$ cat src/design/irsct_pkg.sv
// ----------------------------------------------------------------------------
// IR transmitter package
// Types, codes and constants shared by the IR pulse/space transmitter.
// ----------------------------------------------------------------------------
package irsct_pkg;

   localparam int DUR_W   = 24;   // duration field width, microseconds
   localparam int ACC_W   = 35;   // signed 1/256 us accumulators
   localparam int ADJ_W   = 18;   // signed per-segment adjust terms
   localparam int OVER_W  = 16;   // overshoot carried into the next space

   // queue between front and back, depth must be a power of two
   localparam int QUEUE_DEPTH = 4;
   localparam int QPTR_W      = $clog2(QUEUE_DEPTH);
   localparam logic [QPTR_W:0] QCOUNT_FULL = (QPTR_W + 1)'(QUEUE_DEPTH);

   localparam logic [15:0] CARRIER_HIGH_RST = 16'd3368;
   localparam logic [15:0] CARRIER_LOW_RST  = 16'd3368;
   localparam logic [11:0] OVERHEAD_RST     = 12'd256;
   localparam logic        ENABLE_RST       = 1'b1;

   localparam logic [ADJ_W-1:0] Q8_HALF = ADJ_W'(128);
   localparam logic [ADJ_W-1:0] Q8_ONE  = ADJ_W'(256);

   typedef enum logic [1:0] {
      OP_TICK  = 2'd0,
      OP_MARK  = 2'd1,
      OP_SPACE = 2'd2,
      OP_NOP   = 2'd3
   } opcode_type;

   typedef enum logic [1:0] {
      CSR_CARRIER_HIGH = 2'd0,
      CSR_CARRIER_LOW  = 2'd1,
      CSR_OVERHEAD     = 2'd2,
      CSR_ENABLE       = 2'd3
   } csr_index_type;

   typedef enum logic [1:0] {
      CLS_NOP,
      CLS_TICK,
      CLS_MARK,
      CLS_SPACE
   } cls_type;

   typedef enum logic [1:0] {
      MODE_IDLE,
      MODE_CARRIER,
      MODE_PLAIN,
      MODE_SPACE
   } mode_type;

   typedef struct packed {
      cls_type          cls;
      logic [DUR_W-1:0] dur;
   } item_type;

   // adj = width - overhead + half, adjm = adj - 384 (short segment slack)
   typedef struct packed {
      logic [ADJ_W-1:0] adj_hi;
      logic [ADJ_W-1:0] adj_lo;
      logic [ADJ_W-1:0] adjm_hi;
      logic [ADJ_W-1:0] adjm_lo;
      logic [11:0]      ovh;
      logic             enable;
   } cfg_type;

   typedef struct packed {
      logic pin_level;
      logic busy_res;
      logic rejected;
   } res_type;

endpackage

$ cat src/design/ir_soft_carrier_transmitter_unit.sv
// ----------------------------------------------------------------------------
// IR soft carrier transmitter
// Pulse/space transmitter with a carrier built from timed high/low segments.
// ----------------------------------------------------------------------------
//  channel  direction  handshake            payload
//  req      in         req_valid/req_stall  req_opcode, req_duration_us
//  rsp      out        rsp_valid/rsp_stall  rsp_pin_level, rsp_busy_res, rsp_rejected
//  csr      in         csr_wr_en            csr_index, csr_wdata
//
//  One item per cycle while rsp is not stalled; an item that begins a carrier
//  segment (a mark start with the carrier on, or the tick that closes a segment)
//  holds the execution stage while the excess accumulator takes the segment width.
//  A result reaches rsp through the front item register, the queue and the
//  result register.
//  Synchronous reset clears all control state; no clearing pass.
//  A 4-item queue separates decode from execution, so a stalled rsp side
//  keeps accepting until the queue fills.
// ----------------------------------------------------------------------------
module ir_soft_carrier_transmitter_unit (
   input  logic                        clock,
   input  logic                        reset,
   input  logic                        req_valid,
   output logic                        req_stall,
   input  logic [1:0]                  req_opcode,
   input  logic [irsct_pkg::DUR_W-1:0] req_duration_us,
   output logic                        rsp_valid,
   input  logic                        rsp_stall,
   output logic                        rsp_pin_level,
   output logic                        rsp_busy_res,
   output logic                        rsp_rejected,
   input  logic                        csr_wr_en,
   input  logic [1:0]                  csr_index,
   input  logic [15:0]                 csr_wdata
);
   import irsct_pkg::*;

   logic [15:0] high_ff, high_in;
   logic [15:0] low_ff, low_in;
   logic [11:0] ovh_ff, ovh_in;
   logic        enable_ff, enable_in;
   cfg_type     cfg_ff, cfg_in;

   logic     push_valid, push_ready, pop_valid, pop;
   item_type push_item, pop_item;
   res_type  rsp_res;

   always_comb begin
      high_in   = high_ff;
      low_in    = low_ff;
      ovh_in    = ovh_ff;
      enable_in = enable_ff;
      if (csr_wr_en) begin
         case (csr_index)
            CSR_CARRIER_HIGH: high_in   = csr_wdata;
            CSR_CARRIER_LOW:  low_in    = csr_wdata;
            CSR_OVERHEAD:     ovh_in    = csr_wdata[11:0];
            CSR_ENABLE:       enable_in = csr_wdata[0];
            default: ;
         endcase
      end
   end

   // per-segment terms, computed from the registered settings and registered again in cfg_ff
   always_comb begin
      cfg_in.adj_hi  = {2'd0, high_ff} - {6'd0, ovh_ff} + Q8_HALF;
      cfg_in.adj_lo  = {2'd0, low_ff} - {6'd0, ovh_ff} + Q8_HALF;
      cfg_in.adjm_hi = {2'd0, high_ff} - {6'd0, ovh_ff} - Q8_ONE;
      cfg_in.adjm_lo = {2'd0, low_ff} - {6'd0, ovh_ff} - Q8_ONE;
      cfg_in.ovh     = ovh_ff;
      cfg_in.enable  = enable_ff;
   end

   always_ff @(posedge clock) begin
      if (reset) begin
         high_ff   <= CARRIER_HIGH_RST;
         low_ff    <= CARRIER_LOW_RST;
         ovh_ff    <= OVERHEAD_RST;
         enable_ff <= ENABLE_RST;
      end else begin
         high_ff   <= high_in;
         low_ff    <= low_in;
         ovh_ff    <= ovh_in;
         enable_ff <= enable_in;
      end
   end

   always_ff @(posedge clock) begin
      cfg_ff <= cfg_in;
   end

   irsct_front u_front (
      .clock           (clock),
      .reset           (reset),
      .req_valid       (req_valid),
      .req_stall       (req_stall),
      .req_opcode      (req_opcode),
      .req_duration_us (req_duration_us),
      .push_valid      (push_valid),
      .push_item       (push_item),
      .push_ready      (push_ready)
   );

   irsct_queue u_queue (
      .clock      (clock),
      .reset      (reset),
      .push_valid (push_valid),
      .push_item  (push_item),
      .push_ready (push_ready),
      .pop_valid  (pop_valid),
      .pop_item   (pop_item),
      .pop        (pop)
   );

   irsct_back u_back (
      .clock     (clock),
      .reset     (reset),
      .cfg       (cfg_ff),
      .pop_valid (pop_valid),
      .pop_item  (pop_item),
      .pop       (pop),
      .rsp_valid (rsp_valid),
      .rsp_stall (rsp_stall),
      .rsp_res   (rsp_res)
   );

   assign rsp_pin_level = rsp_res.pin_level;
   assign rsp_busy_res  = rsp_res.busy_res;
   assign rsp_rejected  = rsp_res.rejected;

endmodule

$ cat src/design/irsct_front.sv
// ----------------------------------------------------------------------------
// IR transmitter front end
// Accepts request items, decodes the opcode and hands them to the queue.
// ----------------------------------------------------------------------------
module irsct_front (
   input  logic                     clock,
   input  logic                     reset,
   input  logic                     req_valid,
   output logic                     req_stall,
   input  logic [1:0]               req_opcode,
   input  logic [irsct_pkg::DUR_W-1:0] req_duration_us,
   output logic                     push_valid,
   output irsct_pkg::item_type      push_item,
   input  logic                     push_ready
);
   import irsct_pkg::*;

   logic     valid_ff, valid_in;
   item_type item_ff, item_in;
   logic     accept;
   cls_type  cls;

   always_comb begin
      case (req_opcode)
         OP_TICK:  cls = CLS_TICK;
         OP_MARK:  cls = CLS_MARK;
         OP_SPACE: cls = CLS_SPACE;
         default:  cls = CLS_NOP;
      endcase
   end

   assign req_stall  = valid_ff && !push_ready;
   assign accept     = req_valid && !req_stall;
   assign push_valid = valid_ff;
   assign push_item  = item_ff;

   always_comb begin
      valid_in = valid_ff && !push_ready;
      item_in  = item_ff;
      if (accept) begin
         valid_in = 1'b1;
         item_in  = '{cls: cls, dur: req_duration_us};
      end
   end

   always_ff @(posedge clock) begin
      if (reset) begin
         valid_ff <= 1'b0;
      end else begin
         valid_ff <= valid_in;
      end
   end

   always_ff @(posedge clock) begin
      item_ff <= item_in;
   end

endmodule

$ cat src/design/irsct_queue.sv
// ----------------------------------------------------------------------------
// IR transmitter item queue
// Short FIFO that decouples the decode stage from the execution stage.
// ----------------------------------------------------------------------------
module irsct_queue (
   input  logic                clock,
   input  logic                reset,
   input  logic                push_valid,
   input  irsct_pkg::item_type push_item,
   output logic                push_ready,
   output logic                pop_valid,
   output irsct_pkg::item_type pop_item,
   input  logic                pop
);
   import irsct_pkg::*;

   item_type          mem_ff [QUEUE_DEPTH];
   logic [QPTR_W-1:0] wr_ptr_ff, wr_ptr_in;
   logic [QPTR_W-1:0] rd_ptr_ff, rd_ptr_in;
   logic [QPTR_W:0]   count_ff, count_in;
   logic              do_push, do_pop;

   assign push_ready = (count_ff != QCOUNT_FULL);
   assign pop_valid  = (count_ff != '0);
   assign pop_item   = mem_ff[rd_ptr_ff];
   assign do_push    = push_valid && push_ready;
   assign do_pop     = pop && pop_valid;

   always_comb begin
      wr_ptr_in = do_push ? wr_ptr_ff + 1'b1 : wr_ptr_ff;
      rd_ptr_in = do_pop  ? rd_ptr_ff + 1'b1 : rd_ptr_ff;
      count_in  = count_ff;
      if (do_push && !do_pop) begin
         count_in = count_ff + 1'b1;
      end else if (do_pop && !do_push) begin
         count_in = count_ff - 1'b1;
      end
   end

   always_ff @(posedge clock) begin
      if (reset) begin
         wr_ptr_ff <= '0;
         rd_ptr_ff <= '0;
         count_ff  <= '0;
      end else begin
         wr_ptr_ff <= wr_ptr_in;
         rd_ptr_ff <= rd_ptr_in;
         count_ff  <= count_in;
      end
   end

   always_ff @(posedge clock) begin
      if (do_push) begin
         mem_ff[wr_ptr_ff] <= push_item;
      end
   end

endmodule

$ cat src/design/irsct_back.sv
// ----------------------------------------------------------------------------
// IR transmitter execution stage
// Runs marks, spaces and carrier segments and registers one result per item.
// ----------------------------------------------------------------------------
module irsct_back (
   input  logic                clock,
   input  logic                reset,
   input  irsct_pkg::cfg_type  cfg,
   input  logic                pop_valid,
   input  irsct_pkg::item_type pop_item,
   output logic                pop,
   output logic                rsp_valid,
   input  logic                rsp_stall,
   output irsct_pkg::res_type  rsp_res
);
   import irsct_pkg::*;

   mode_type                mode_ff, mode_in;
   logic                    level_ff, level_in;
   logic                    lpn_ff, lpn_in;
   logic [DUR_W-1:0]        ticks_ff, ticks_in;
   logic signed [ACC_W-1:0] slack_ff, slack_in;     // scheduled - elapsed
   logic signed [ACC_W-1:0] excess_ff, excess_in;   // elapsed - target
   logic [ACC_W-1:0]        pend_ff, pend_in;       // segment width still to add
   logic                    pend_v_ff, pend_v_in;
   logic [OVER_W-1:0]       over_ff, over_in;
   logic                    rsp_valid_ff, rsp_valid_in;
   res_type                 rsp_ff, rsp_in;

   logic take, idle, is_cmd, rej;
   logic tick_done, tick_fire, tick_count;
   logic mark_go, space_go, seg_fresh, seg_again, seg_begin;
   logic lpn_base;
   logic [ADJ_W-1:0]        adj, adjm;
   logic signed [ACC_W-1:0] slack_base, x_sum, x_short, slack_seg, excess_seg;
   logic                    seg_long;
   logic [DUR_W-1:0]        seg_ticks;
   logic [ACC_W-1:0]        pend_seg;
   logic [OVER_W-1:0]       over_sat;
   logic [DUR_W:0]          space_diff;
   logic                    space_run;

   // the excess accumulator takes a segment's width in the cycle after it begins
   assign take = pop_valid && !pend_v_ff && (!rsp_valid_ff || !rsp_stall);
   assign pop  = take;

   always_comb begin
      idle       = (mode_ff == MODE_IDLE);
      is_cmd     = (pop_item.cls == CLS_MARK) || (pop_item.cls == CLS_SPACE);
      rej        = take && is_cmd && !idle;
      tick_done  = (ticks_ff <= DUR_W'(1));
      tick_fire  = take && (pop_item.cls == CLS_TICK) && !idle && tick_done;
      tick_count = take && (pop_item.cls == CLS_TICK) && !idle && !tick_done;
      mark_go    = take && (pop_item.cls == CLS_MARK) && idle;
      space_go   = take && (pop_item.cls == CLS_SPACE) && idle;
      seg_fresh  = mark_go && (pop_item.dur != '0) && cfg.enable;
      seg_again  = tick_fire && (mode_ff == MODE_CARRIER) && excess_ff[ACC_W-1];
      seg_begin  = seg_fresh || seg_again;
   end

   // segment rounding
   always_comb begin
      lpn_base   = seg_fresh ? 1'b0 : lpn_ff;
      slack_base = seg_fresh ? '0 : slack_ff;
      adj        = lpn_base ? cfg.adj_lo : cfg.adj_hi;
      adjm       = lpn_base ? cfg.adjm_lo : cfg.adjm_hi;
      x_sum      = slack_base + $signed({{(ACC_W-ADJ_W){adj[ADJ_W-1]}}, adj});
      x_short    = slack_base + $signed({{(ACC_W-ADJ_W){adjm[ADJ_W-1]}}, adjm});
      seg_long   = !x_sum[ACC_W-1] && (x_sum[ACC_W-2:8] != '0);
      if (seg_long && (x_sum[DUR_W+7:8] != '0)) begin
         seg_ticks = x_sum[DUR_W+7:8];
      end else begin
         seg_ticks = DUR_W'(1);
      end
      if (seg_long) begin
         slack_seg = $signed({{(ACC_W-8){1'b0}}, x_sum[7:0]})
                   - $signed({{(ACC_W-ADJ_W){1'b0}}, Q8_HALF});
         pend_seg  = {x_sum[ACC_W-1:8], 8'd0};
      end else begin
         slack_seg = x_short;
         pend_seg  = {{(ACC_W-ADJ_W){1'b0}}, Q8_ONE};
      end
      if (seg_fresh) begin
         excess_seg = $signed({{(ACC_W-12){1'b0}}, cfg.ovh})
                    - $signed({{(ACC_W-DUR_W-8){1'b0}}, pop_item.dur, 8'd0});
      end else begin
         excess_seg = excess_ff + $signed({{(ACC_W-12){1'b0}}, cfg.ovh});
      end
      if (excess_ff[ACC_W-2:OVER_W+8] != '0) begin
         over_sat = '1;
      end else begin
         over_sat = excess_ff[OVER_W+7:8];
      end
      space_diff = {1'b0, pop_item.dur} - {{(DUR_W+1-OVER_W){1'b0}}, over_ff};
      space_run  = !space_diff[DUR_W] && (space_diff[DUR_W-1:0] != '0);
   end

   // next state
   always_comb begin
      mode_in = mode_ff;
      case (mode_ff)
         MODE_IDLE: begin
            if (mark_go && (pop_item.dur != '0)) begin
               mode_in = cfg.enable ? MODE_CARRIER : MODE_PLAIN;
            end else if (space_go && space_run) begin
               mode_in = MODE_SPACE;
            end
         end
         MODE_CARRIER: begin
            if (tick_fire && !excess_ff[ACC_W-1]) begin
               mode_in = MODE_IDLE;
            end
         end
         MODE_PLAIN, MODE_SPACE: begin
            if (tick_fire) begin
               mode_in = MODE_IDLE;
            end
         end
         default: mode_in = MODE_IDLE;
      endcase
   end

   // datapath
   always_comb begin
      level_in  = level_ff;
      lpn_in    = lpn_ff;
      ticks_in  = ticks_ff;
      slack_in  = slack_ff;
      excess_in = excess_ff;
      pend_in   = pend_ff;
      pend_v_in = seg_begin;
      over_in   = over_ff;
      if (pend_v_ff) begin
         excess_in = excess_ff + $signed(pend_ff);
      end
      if (tick_count) begin
         ticks_in = ticks_ff - 1'b1;
      end
      if (seg_begin) begin
         level_in  = !lpn_base;
         lpn_in    = !lpn_base;
         ticks_in  = seg_ticks;
         slack_in  = slack_seg;
         excess_in = excess_seg;
         pend_in   = pend_seg;
      end else if (tick_fire) begin
         level_in = 1'b0;
         ticks_in = '0;
         if (mode_ff == MODE_CARRIER) begin
            over_in = over_sat;
         end else if (mode_ff == MODE_PLAIN) begin
            over_in = '0;
         end
      end else if (mark_go) begin
         // zero length mark ends at once, otherwise a plain mark
         level_in = (pop_item.dur != '0);
         ticks_in = pop_item.dur;
         over_in  = '0;
      end else if (space_go) begin
         level_in = 1'b0;
         ticks_in = space_run ? space_diff[DUR_W-1:0] : '0;
         over_in  = '0;
      end
   end

   // result register
   always_comb begin
      rsp_in.pin_level = level_in;
      rsp_in.busy_res  = (mode_in != MODE_IDLE);
      rsp_in.rejected  = rej;
      rsp_valid_in     = take || (rsp_valid_ff && rsp_stall);
   end

   assign rsp_valid = rsp_valid_ff;
   assign rsp_res   = rsp_ff;

   always_ff @(posedge clock) begin
      if (reset) begin
         mode_ff      <= MODE_IDLE;
         level_ff     <= 1'b0;
         lpn_ff       <= 1'b0;
         ticks_ff     <= '0;
         slack_ff     <= '0;
         excess_ff    <= '0;
         pend_v_ff    <= 1'b0;
         over_ff      <= '0;
         rsp_valid_ff <= 1'b0;
      end else begin
         mode_ff      <= mode_in;
         level_ff     <= level_in;
         lpn_ff       <= lpn_in;
         ticks_ff     <= ticks_in;
         slack_ff     <= slack_in;
         excess_ff    <= excess_in;
         pend_v_ff    <= pend_v_in;
         over_ff      <= over_in;
         rsp_valid_ff <= rsp_valid_in;
      end
   end

   always_ff @(posedge clock) begin
      pend_ff <= pend_in;
      if (take) begin
         rsp_ff <= rsp_in;
      end
   end

endmodule

$ cat config.mk
export PLATFORM = sky130hd
export DESIGN_NAME = ir_soft_carrier_transmitter_unit
export DESIGN_NICKNAME = d
export VERILOG_FILES = /design/src/design/irsct_pkg.sv /design/src/design/ir_soft_carrier_transmitter_unit.sv /design/src/design/irsct_front.sv /design/src/design/irsct_queue.sv /design/src/design/irsct_back.sv
export SDC_FILE = /design/constraint.sdc
export NUM_CORES = 1
export LEC_CHECK = 0
export BUFFER_PORTS_ARGS = -buffer_cell sky130_fd_sc_hd__buf_2
export CORE_MARGIN = 2
export CORE_UTILIZATION = 50
export DETAILED_ROUTE_END_ITERATION = 7
export PLACE_DENSITY = 0.66
export REMOVE_ABC_BUFFERS = 1
export SYNTH_ARGS = -nofsm -noshare
export SYNTH_HDL_FRONTEND = slang
export SYNTH_SLANG_ARGS = --single-unit
$ cat constraint.sdc
create_clock -name clock -period 10.85 [get_ports clock]
set_clock_uncertainty 0.2 [all_clocks]
set_input_delay 1.085 -clock clock [delete_from_list [all_inputs] [get_ports clock]]
set_output_delay 1.085 -clock clock [all_outputs]
set_load 0.005 [all_outputs]
Word level (Yosys, flattened, before mapping)
Memories as Yosys holds them, arrays and structs flattened. A register that Yosys moved wholly into a read port is not among the register bits.
Cells that the tools add are included.

word-level totals
  flip-flop bits (word level) = 318
  memory bits (writable) = 104
  bits of input ports = 49
  logic and storage cells = 168
  memories kept = 1

cells by class
  $add $sub $neg = 18
  order comparisons = 1
  equality and inequality tests = 13
  muxes and demuxes = 39
  bitwise logic cells = 1
  reductions and logical operators = 65

memory list
  name            depth  bits a word  read ports  clocked after Yosys merged registers in  write ports  RTL line           source
  u_queue.mem_ff  4      26           1           1                                        1            irsct_queue.sv:17  item_type mem_ff [QUEUE_DEPTH];

operator list
  cell                                                  count
  two-way mux 35 bit                                    5
  two-way mux 24 bit                                    7
  two-way mux 16 bit                                    6
  nonzero test 24 bit                                   3
  adder 35 x 18 -> 35 bit                               2
  adder 18 x 8 -> 18 bit, second input constant         2
  two-way mux 18 bit                                    2
  subtractor 17 x 10 -> 18 bit, second input constant   2
  adder 35 x 13 -> 35 bit                               1
  adder 35 bit                                          1
  subtractor 16 x 12 -> 17 bit                          2
  subtractor 12 x 32 -> 33 bit                          1
  logical AND 1 bit                                     28
  nonzero test 26 bit                                   1
  subtractor 24 x 16 -> 25 bit                          1
  <= comparator 24 x 1 -> 1 bit, second input constant  1
  subtractor 24 x 1 -> 24 bit, second input constant    1
  == test 2 bit, second input constant                  7
  two-way mux 2 bit                                     7
  zero test 1 bit                                       13
  one-hot mux 2 bit (3 select lines)                    2
  nonzero test 10 bit                                   1
  subtractor 8 x 8 -> 9 bit, second input constant      1
  == test 2 x 1 -> 1 bit, second input constant         4
  15 further kinds                                      36

Depth between registers and ports, before layout
  word-level depth = 15
  gate-level depth with buffers = 34
  gate-level depth less buffers = 25

Modules after synthesis
From an unflattened synthesis, not the netlist that was laid out.

unflattened totals
  cell total of the unflattened synthesis = 2914
  area total of the unflattened synthesis = 26200.1 um2

modules (own cells, without submodules)
  module                            times used  cells an instance  area each (um2)  sequential area each (um2)
  irsct_back                        1           2096               15688.8          3223.1
  ir_soft_carrier_transmitter_unit  1           597                5365.1           2322.2
  irsct_queue                       1           184                4262.8           3303.2
  irsct_front                       1           37                 883.3            800.8

Worst setup path before layout
Ideal clock, no wire load.

  path kind = flip-flop to flip-flop
  start = register (tool-made name)
  end = register u_back.slack_ff[7]
  setup time = 67 ps
  data arrival time = 8043 ps
  data required time = 10583 ps
  setup slack = 2540 ps
  stages on the path, launching flop included = 34
  path buffers = 8
  period minus slack after synthesis = 8310 ps
  path through = dfxtp_1 > buf_2 > clkbuf_1 > mux4_2 > or4_4 > nor4_2 > a21o_1 > buf_2 > buf_2 > buf_2 > buf_2 > nand2_1 > clkbuf_1 > mux2_2 > ha_1 > fa_1 > a21o_1 > a21o_1 > a21boi_0 > o21ai_0 > o311ai_1 > a2111o_1 > nand2_1 > o311ai_1 > a21boi_0 > nand4_1 > and4bb_1 > and4_1 > a31o_2 > buf_6 > mux2i_1 > xnor2_1 > a211o_1 > a21oi_2

RTL lines
  element               RTL line           source
  end signal, assigned  irsct_back.sv:193  slack_ff <= slack_in;
  end, declared         irsct_back.sv:22   logic signed [ACC_W-1:0] slack_ff, slack_in;

==> impl_metrics.yaml <==
clocking:
  cts_hold_buf: 0
  cts_root_buffer: "clkbuf_16"
  clk_latency_ns: 0.59
  cts_max_path_buffers: 3
  cts_htree_levels: 2
  numCtsBuffers: 45
  clock-sinks: 402
  cts_tree: "built"
  path_clk_slew_ns: 0.06
  post_cts_buffers: 0
  cts_resized: 0
sta:
  fmax_ghz: 0.1044
  finalCritPeriodShare: 0.8828
  worst_pin_slew_ns: 1.085
  fin_crit_ns: 9.579
  fin_ws_ns: 1.271
  maxSlewHeadroom: 0.2738
  tns_ns: 0
  grt_setup_unrepaired: "no"
  drv_slew: 0
  hold_viol: 0
  setup_viol: 0
synth:
  synth-edff-count: 160
  syn_avg_cell_area_um2: 9.012
  syn_area_um2: 24630
  ys_seq_area_frac: 0.3918
  ys.flop_type: "dfxtp_1"
  synthCells: 2733
  synth_warnings: 0
  ys_async_sr_fraction: 0
  yosysUniqueCellTypes: 95
  synth_seq_cells: 402
routing:
  vias: 20810
  drtAntennaViolNets: 0
  wire_per_inst_um: 21.05
  firstDrtPassIters: 5
  via_per_inst: 6.046
  route.detailed.drc: 0
  routed_wl_mm: 72.44
  drt-initial-drc-count: 2210
worst_setup_path:
  crit_path_top_delay_cell: "dfxtp_2"
  cp.arrival_ns: 9.82
  critPathBufInv: 2
  cp_max_fo: 29
  end_kind: "flip-flop"
  crit_required_ns: 11.09
  path_class: "flip-flop to flip-flop"
  setup.worst_path.start_class: "flip-flop"
  cp_top_family: "compound AO/OA/AOI/OAI gates"
  critPathMaxStageDelay_ns: 0.71
global_route:
  antenna_found_initial: 0
  grt_pass1_wl_mm: 114.8
  grt_max_degree: 66
  grt-ovfl-total: 0
  track_usage: 0.2877
  grt_pass1_vias: 20070
placed_design:
  dp_hpwl_mm: 53.73
  routabilityCongestion: 1.002
  dp_cells: 3360
  place_area_um2: 25480
  place_ws_ns: 1.409
  numPortBuffers: 53
layout:
  final_layout_size_suffix_gt1_frac: 0.09035
  stdcell_count: 3442
  diodes: 0
  nNetsFinal: 2953
  stdcell_area_um2: 26910
  area_growth_pct: 9.255
outcome:
  status: "finished, final reports clean"
floorplanning:
  coreArea_um2: 48750
  io_pins: 54
  rows: 81
  die_h_um: 226.0
  die_area_um2: 51050
  fp.dieW_um: 226.0
  initial_utilization: 0.5053
run:
  maxCapViolCount: 0
power:
  peakVddDrop_mv: 0.1246
  power_leakage_nw: 10.48
  power_density_nw_per_um2: 251.4
hold_path:
  hold_class: "flip-flop to flip-flop"
[registers in the layout, indices dropped and copies added (netlist names), 2 cells and up, named ones only]
signal             cells
u_front.push_item     26
u_back.excess_ff      35
cfg_ff                71
u_back.over_ff        16
u_queue.count_ff       3
u_queue.rd_ptr_ff      2
ovh_ff                12
u_queue.wr_ptr_ff      2
high_ff               16
u_back.pend_ff        27
u_back.rsp_res         3
u_queue.mem_ff       104
u_back.slack_ff       35
u_back.mode_ff         2
low_ff                16
u_back.ticks_ff       24
[routing by layer]
| metal | wire length [um] | part of all wire | track usage |
|---|---|---|---|
| met1 | 32530 | 0.45 | 0.4016 |
| met2 | 32320 | 0.45 | 0.4501 |
| met3 | 5233 | 0.072 | 0.05269 |
| met4 | 2356 | 0.033 | 0.09442 |
| met5 | 0 | 0 | 0 |
[synthesized netlist by cell type, types with 12 or more instances]
library cell	count	share of area
a211o_1	12	0.0043
a211oi_1	38	0.012
a21boi_0	22	0.0067
a21o_1	61	0.019
a21oi_1	248	0.050
a22oi_1	12	0.0037
a31oi_1	18	0.0046
and2_1	45	0.011
and3_1	29	0.0074
buf_2	17	0.0035
clkbuf_1	92	0.014
dfxtp_1	242	0.20
edfxtp_1	160	0.20
ha_1	153	0.078
inv_1	137	0.021
mux2_2	27	0.012
mux2i_1	13	0.0053
mux4_2	25	0.023
nand2_1	254	0.039
nand2b_1	31	0.0079
nand3_1	49	0.010
nand3b_1	16	0.0049
nand4_1	19	0.0048
nor2_1	223	0.034
nor2b_1	37	0.0094
nor3_1	87	0.018
nor4_1	27	0.0069
o211ai_1	35	0.011
o21a_1	18	0.0055
o21ai_0	151	0.031
o21bai_1	12	0.0037
o221ai_1	13	0.0046
o22ai_1	18	0.0046
o2bb2ai_1	12	0.0043
or2_2	19	0.0048
or3_1	17	0.0043
xnor2_1	102	0.036
xor2_1	83	0.030
[cells in the final DEF, fill, tap and decap left out, types with 18 or more instances in the layout]
cell | synthesis | layout
nand2_1 | 254 | 254
a21oi_1 | 248 | 247
dfxtp_1 | 242 | 241
nor2_1 | 223 | 222
edfxtp_1 | 160 | 160
ha_1 | 153 | 153
o21ai_0 | 151 | 151
inv_1 | 137 | 136
xnor2_1 | 102 | 102
nor3_1 | 87 | 87
xor2_1 | 83 | 83
a21o_1 | 61 | 60
buf_2 | 17 | 52
nand3_1 | 49 | 49
clkbuf_16 | 0 | 47
and2_1 | 45 | 45
a211oi_1 | 38 | 37
nor2b_1 | 37 | 36
o211ai_1 | 35 | 35
nand2b_1 | 31 | 31
and3_1 | 29 | 29
buf_4 | 0 | 29
nor4_1 | 27 | 27
mux2_2 | 27 | 27
mux4_2 | 25 | 25
a21boi_0 | 22 | 22
nand4_1 | 19 | 19
or2_2 | 19 | 19
a31oi_1 | 18 | 18
o22ai_1 | 18 | 18
o21a_1 | 18 | 18
[path summary, 6_finish.rpt]
| kind | from | to | slack [ns] | cells past startpoint |
|---|---|---|---|---|
| setup / recovery | flip-flop | u_back.slack_ff[33]$_SDFFE_PP0N_ | 1.27 | 27 |
| hold / removal | enable_ff$_SDFFE_PP1P_ | cfg_ff[0]$_DFF_P_ | 0.16 | 0 |
| setup reg to reg | flip-flop | u_back.slack_ff[33]$_SDFFE_PP0N_ | 1.27 | 27 |
| hold reg to reg | enable_ff$_SDFFE_PP1P_ | cfg_ff[0]$_DFF_P_ | 0.16 | 0 |
[worst register-to-register path: stages, from the launching register on]
cell and delay (ns):
dfxtp_2 0.71, mux4_2 0.69, or4_4 0.61, nor4_2 0.55, a21o_2 0.51, nand2_1 0.12
buf_4 0.26, mux2_2 0.33, ha_1 0.23, fa_1 0.41, a21o_1 0.20, a21o_1 0.20
a21boi_0 0.54, o21ai_0 0.15, o311ai_1 0.61, a2111oi_2 0.16, nor3_1 0.29, o32ai_1 0.13
nor4b_1 0.39, o2111a_1 0.24, and4bb_1 0.20, and4_1 0.26, a31o_2 0.67, nor2b_1 0.11
buf_4 0.25, and2_1 0.22, a21oi_1 0.13, o32ai_1 0.10
[per-stage QoR]
step	hold slack, ns	util	power, mW
2_1_floorplan	0.1305	-	4.252
3_3_place_gp	0.1386	0.5227	5.168
3_5_place_dp	0.1452	0.5227	5.204
4_1_cts	0.1583	0.5520	6.706
5_1_grt	0.1675	0.5520	7.175
6_report	0.1574	0.5520	6.766
[cells by family (layout without fill, tap and decap cells)]
kind of cell    after synthesis  in the layout  share of synthesized area
compound gates              771            771                     0.2006
xor+xnor                    185            185                    0.06578
fa+ha+maj                   162            162                    0.08463
buf+inv                     257            302                    0.04094
flops                       402            402                     0.3918
mux                          65             65                    0.04049
other cells                   1              1                  0.0001522
simple gates                890            890                     0.1757
[power breakdown]
part / switching, mW / internal, mW
Clock: 0.633 / 0.854
Sequential: 0.244 / 1.84
Combinational: 2.02 / 1.17
[area by class of cell]
| type | count | area [um^2] |
|---|---|---|
| Timing Repair Buffer | 81 | 478.0 |
| Inverter | 139 | 521.8 |
| Sequential cell | 402 | 9651 |
| Clock inverter | 26 | 198.9 |
| Fill cell | 4389 | 21840 |
| Clock buffer | 56 | 1230 |
| Multi-Input combinational cell | 2074 | 14000 |
| Tap cell | 664 | 830.8 |
Power figures use the tool's default switching activity.
